**config.mk**
```make
export PLATFORM = sky130hd
export DESIGN_NAME = lzssd_ctrl
export DESIGN_NICKNAME = d
export VERILOG_FILES = /design/src/design/lzssd_pkg.sv /design/src/design/lzssd_ctrl.sv
export SDC_FILE = /design/constraint.sdc
export NUM_CORES = 1
export LEC_CHECK = 0
export BUFFER_PORTS_ARGS = -buffer_cell sky130_fd_sc_hd__buf_2
export CAP_MARGIN = 20
export CORE_AREA = 8 8 45 47
export DETAILED_ROUTE_END_ITERATION = 8
export DIE_AREA = 0 0 53 55
export PLACE_DENSITY_LB_ADDON = 0.08
export SLEW_MARGIN = 10
export SYNTH_ARGS = -nofsm -noshare
export SYNTH_HDL_FRONTEND = slang
export SYNTH_SLANG_ARGS = --single-unit
```
**constraint.sdc**
```tcl
create_clock -name clk -period 1.6 [get_ports clk]
set_input_delay 0.32 -clock clk [delete_from_list [all_inputs] [get_ports clk]]
set_output_delay 0.32 -clock clk [all_outputs]
set_load 0.02 [all_outputs]
```
**src/design/lzssd_pkg.sv**
```systemverilog
// Shared types, constants and codes for the LZSS byte-stream decompressor.
package lzssd_pkg;

  // Default geometry
  localparam int DEF_WINDOW_DEPTH = 4096;
  localparam int DEF_LENGTH_BITS  = 4;

  // Field widths
  localparam int BYTE_W       = 8;
  localparam int STATUS_W     = 2;
  localparam int LEN_BIAS_W   = 2;
  localparam int END_MARKER_W = 12;
  localparam int CFG_IDX_W    = 1;
  localparam int CFG_DATA_W   = 12;

  // Result status codes
  localparam logic [STATUS_W-1:0] ST_RUN = 2'd0;
  localparam logic [STATUS_W-1:0] ST_END = 2'd1;
  localparam logic [STATUS_W-1:0] ST_ERR = 2'd2;

  // Configuration register indexes
  localparam logic [CFG_IDX_W-1:0] CFG_LEN_BIAS   = 1'b0;
  localparam logic [CFG_IDX_W-1:0] CFG_END_MARKER = 1'b1;

  // Register reset values and stream constants
  localparam logic [LEN_BIAS_W-1:0]   LEN_BIAS_RST   = 2'd1;
  localparam logic [END_MARKER_W-1:0] END_MARKER_RST = 12'd0;
  localparam logic [BYTE_W-1:0]       FLAG_FIRST     = 8'h80;
  localparam logic [BYTE_W-1:0]       MASK_START     = 8'h40;
  localparam logic [1:0]              PAD_LIMIT      = 2'd3;

  // Commands from controller to datapath
  typedef struct packed {
    logic accept;
    logic emit_single;
    logic reduce_step;
    logic rd_issue;
    logic emit_copy;
  } ctrl_cmd_t;

  // Status from datapath to controller
  typedef struct packed {
    logic is_copy;
    logic need_reduce;
    logic slot_free;
    logic copy_done;
  } dp_stat_t;

endpackage

```
**src/design/lzssd_ctrl.sv**
```systemverilog
// Controller state machine: sequences accept, single results, position folding and copy read/write steps.
module lzssd_ctrl (
  input  logic                 clk,
  input  logic                 rst_n,
  input  logic                 in_valid,
  output logic                 in_ready,
  input  lzssd_pkg::dp_stat_t  stat,
  output lzssd_pkg::ctrl_cmd_t cmd
);
  import lzssd_pkg::*;

  typedef enum logic [4:0] {
    S_IDLE   = 5'b00001,
    S_EMIT   = 5'b00010,
    S_REDUCE = 5'b00100,
    S_READ   = 5'b01000,
    S_WRITE  = 5'b10000
  } state_t;

  state_t state_r, state_nxt;

  assign in_ready = (state_r == S_IDLE);

  // Next state and commands
  always_comb begin
    state_nxt = state_r;
    cmd       = '0;
    case (state_r)
      S_IDLE: begin
        if (in_valid) begin
          cmd.accept = 1'b1;
          state_nxt  = stat.is_copy ? S_REDUCE : S_EMIT;
        end
      end
      S_EMIT: begin
        if (stat.slot_free) begin
          cmd.emit_single = 1'b1;
          state_nxt       = S_IDLE;
        end
      end
      S_REDUCE: begin
        // fold the match position into the window range
        if (stat.need_reduce) begin
          cmd.reduce_step = 1'b1;
        end else begin
          state_nxt = S_READ;
        end
      end
      S_READ: begin
        cmd.rd_issue = 1'b1;
        state_nxt    = S_WRITE;
      end
      S_WRITE: begin
        if (stat.slot_free) begin
          cmd.emit_copy = 1'b1;
          state_nxt     = stat.copy_done ? S_IDLE : S_READ;
        end
      end
      default: begin
        state_nxt = S_IDLE;
      end
    endcase
  end

  always_ff @(posedge clk) begin
    if (!rst_n) begin
      state_r <= S_IDLE;
    end else begin
      state_r <= state_nxt;
    end
  end

endmodule

```
# After elaboration in Yosys (flattened, before gate mapping)
# Index checks and enable logic that the tools add are counted.
classes:
  addsub: 0
  mul: 0
  div: 0
  magnitude_cmp: 0
  n_eq_ne: 9
  n_shift: 0
  n_mux: 15
  bitwise: 0
  n_reduce_logical: 1
op_table:
  columns: ["op", "n"]
  rows:
  - ["$pmux 5 s5", 1]
  - ["$mux 5", 4]
  - ["$mux 1", 8]
  - ["$ne 2x2->1 const B", 4]
  - ["$eq 5x1->1 const B", 1]
  - ["$eq 5x2->1 const B", 1]
  - ["$eq 5x3->1 const B", 1]
  - ["$eq 5x4->1 const B", 1]
  - ["$eq 5x5->1 const B", 1]
  - ["$mux 4", 1]
  - ["$reduce_and 4->1", 1]
  - ["$mux 3", 1]
word_totals:
  regBits: 5
  latch_bits: 0
  ramBits: 0
  mem_bits_ro: 0
  in_bits: 7
  out_inout_bits: 6
  word_cells: 26
  n_memories: 0

# Logic depth before layout (Yosys ltp)
logic_depth:
  word_depth: 3
  ltp_mapped: 5
  ltp_nobuf: 4

# Worst setup path before layout
# OpenSTA, ideal clock, no wires.
synth_path:
  kind: "reg-to-output"
  start: "reg state_r[4]"
  end: "out cmd[4] (netlist name)"
  arrival_ns: 1.443
  required_ns: 1.280
  path_slack_ns: -0.163
  path_stages_with_launch: 5
  path_buffers: 1
  path_cell_list: "dfxtp_1 buf_6 or2_4 nor4b_4 and2_2"
synth_rtl:
  columns: ["element", "line", "text"]
  rows:
  - ["from (decl)", "lzssd_ctrl.sv:20", "state_t state_r, state_nxt;"]
  - ["from (signal assigned)", "lzssd_ctrl.sv:69", "state_r <= state_nxt;"]
  - ["to (decl)", "lzssd_ctrl.sv:8", "output lzssd_pkg::ctrl_cmd_t cmd"]

==> out/results.tsv <==
metric	value	unit
outcome	finished with violations	
violations	setup timing	
cts-buffers-inserted	3	
end_kind	output port	
core	1380	um^2
critical_path_arrival	1.33	ns
mostFrequentLayoutCell	buf_4	
ys.flop_type	dfxtp_1	
comb_power_share	67.6	%
cpMaxStageDelayCell	dfxtp_2	
die_x	53	um
ir_drop	0.741	mV
dr.pass1.iters	2	
min_period	1.65	ns
grtUsageTotal	8.14	%
top_register	state_r	
hold_viol	0	
layout_common_cells	17 x buf_4, 6 x nand2_1, 6 x buf_2	
syn_nets	51	
grt_max_degree	8	
cp_cell_sequence	or2_4, nor4b_4, and2_4, buf_6	
cap_violations	0	
drive_gt1_share	59.7	%
netSwitchingPower	400	uW
rsz0062_at_grt	true	
cts_sinks	5	
max-slew-margin-rel	79.9	%
async_flop_share	0	%
critPathBufInv	1	
synth-seq-cells	5	
finalSetupViolCount	5	
cp.required	1.28	ns
ff2ff_path_depth	5	
initial_core_util	27.7	%
insertedDiodeCount	0	
crit_family	simple AND/OR/NAND/NOR gates	
cp-start-kind	flip-flop	
clockPowerShare	13.8	%
critical_path_class	reg -> out	
rows	14	
p_per_area	1560	nW/um^2
p_leak	0.284	nW
antenna_found_initial	0	
cp.depth	4	
finish.instance_area	666	um^2
overflow	0	
nFillCells	149	
largest_register_ffs	5	
dp_hpwl	833	um
syn_to_final_growth	73.9	%
slew_violations	0	
clk_pin_slew	0.04	ns
grt_pass1_vias	419	
cts_tree	built	
die-area	2920	um^2
ant_nets	0	
clock_skew	0.000987	ns
hold_depth	2	
die_y	55	um
cpPeakStageDelay	0.31	ns
worstMarginPinSlew	0.301	ns
drt_iter0_markers	4	
syn-cell-area	383	um^2
wl_per_cell	12.1	um
min_period_over_period	103	%
routed_via_density	4.64	
clockBufferDepth	2	
swShare	38.5	%
final_nets	80	
vias	408	
worst_slack	-0.0476	ns
io_buffers	12	
fmax	0.607	GHz
cts_htree_levels	1	
ys_warn_count	0	
clock_latency	0.24	ns
wl	1060	um
cts-root-buf	clkbuf_4	
gp_congestion	0.693	
ioPinCount	13	
route.detailed.drc	0	
cts_hold_buf	0	
synth-seq-area-share	26.1	%
avgSynthCellArea	8.70	um^2
critPathMaxFanout	2	
hp-class	in -> reg	
grt_pass1_wl	1790	um
place_area	523	um^2
synth_cell_types	26	
synthCells	44	
p_int	639	uW
seqPwrFrac	18.5	%
post-place-ws	0.107	ns
reg.largest.list	state_r: 5 flops	
synth_edf_count	0	
-- metrics by stage --
stage	setup TNS, ns	total power [mW]	utilization [%]	cells	hold WS, ns
floorplan	-0.332	0.521	-	44	0.419
global placement	0	0.743	37.8	79	0.595
detailed placement	0	0.730	37.8	79	0.591
CTS	-0.285	1.03	46.1	87	0.338
global route	-0.511	1.12	48.1	88	0.345
finish	-0.119	1.04	48.1	88	0.342
-- area by class of cell --
type                    count  area, um^2  share of cell area (%)
well taps                  16        20.0                    3.01
clock buffers               4        26.3                    3.95
multi-input cells          35         309                    46.4
flip-flops and latches      5         104                    15.6
repair buffers             27         203                    30.5
inverters                   1        3.75                   0.564
-- Yosys cell counts (2+ instances only) --
library cell | n | share of area (%)
buf_2 | 2 | 2.6
dfxtp_1 | 5 | 26
mux2i_1 | 4 | 10
nand2_1 | 6 | 5.9
nor2_1 | 3 | 2.9
nor3_1 | 2 | 2.6
nor4_1 | 3 | 4.9
-- timing repair --
| action | CTS | global route |
|---|---|---|
| resized for setup | 18 | 3 |
| buffers inserted | 4 | 1 |
| pin swaps | 6 | 3 |
| gates cloned | 0 | 0 |
| setup endpoints to repair | 5 | 11 |
-- power groups by stage --
stage	Sequential [mW]	Clock, mW	Combinational [mW]
after floorplan	0.182	0	0.340
after global placement	0.186	0	0.557
after detailed placement	0.185	0	0.545
after CTS	0.192	0.152	0.682
after global routing	0.198	0.166	0.756
final	0.192	0.144	0.702
-- worst paths after layout --
check | startpoint | endpoint | slack, ns
setup / recovery | state_r[3]$_SDFFE_PN0P_ | cmd[4] | -0.05
hold reg to reg | state_r[1]$_SDFFE_PN0P_ | state_r[1]$_SDFFE_PN0P_ | 0.62
setup reg to reg | state_r[3]$_SDFFE_PN0P_ | state_r[3]$_SDFFE_PN0P_ | 0.06
hold / removal | rst_n | state_r[0]$_SDFFE_PN1P_ | 0.34
-- per-layer routing --
metal	wire length, um	global-route usage [%]
met4	0	3.88
met3	73	3.21
met5	0	0
met2	534	14.3
met1	454	8.36
-- kinds of logic (layout without fill, tap and decap cells) --
logic type / count (synthesis) / in the layout / synth area share, %
simple gates: 26 / 26 / 45.8
flops: 5 / 5 / 26.1
mux: 4 / 4 / 10.5
buf+inv: 4 / 32 / 6.53
compound gates: 3 / 3 / 6.53
xor+xnor: 2 / 2 / 4.58
Power figures use the tool's default switching activity.
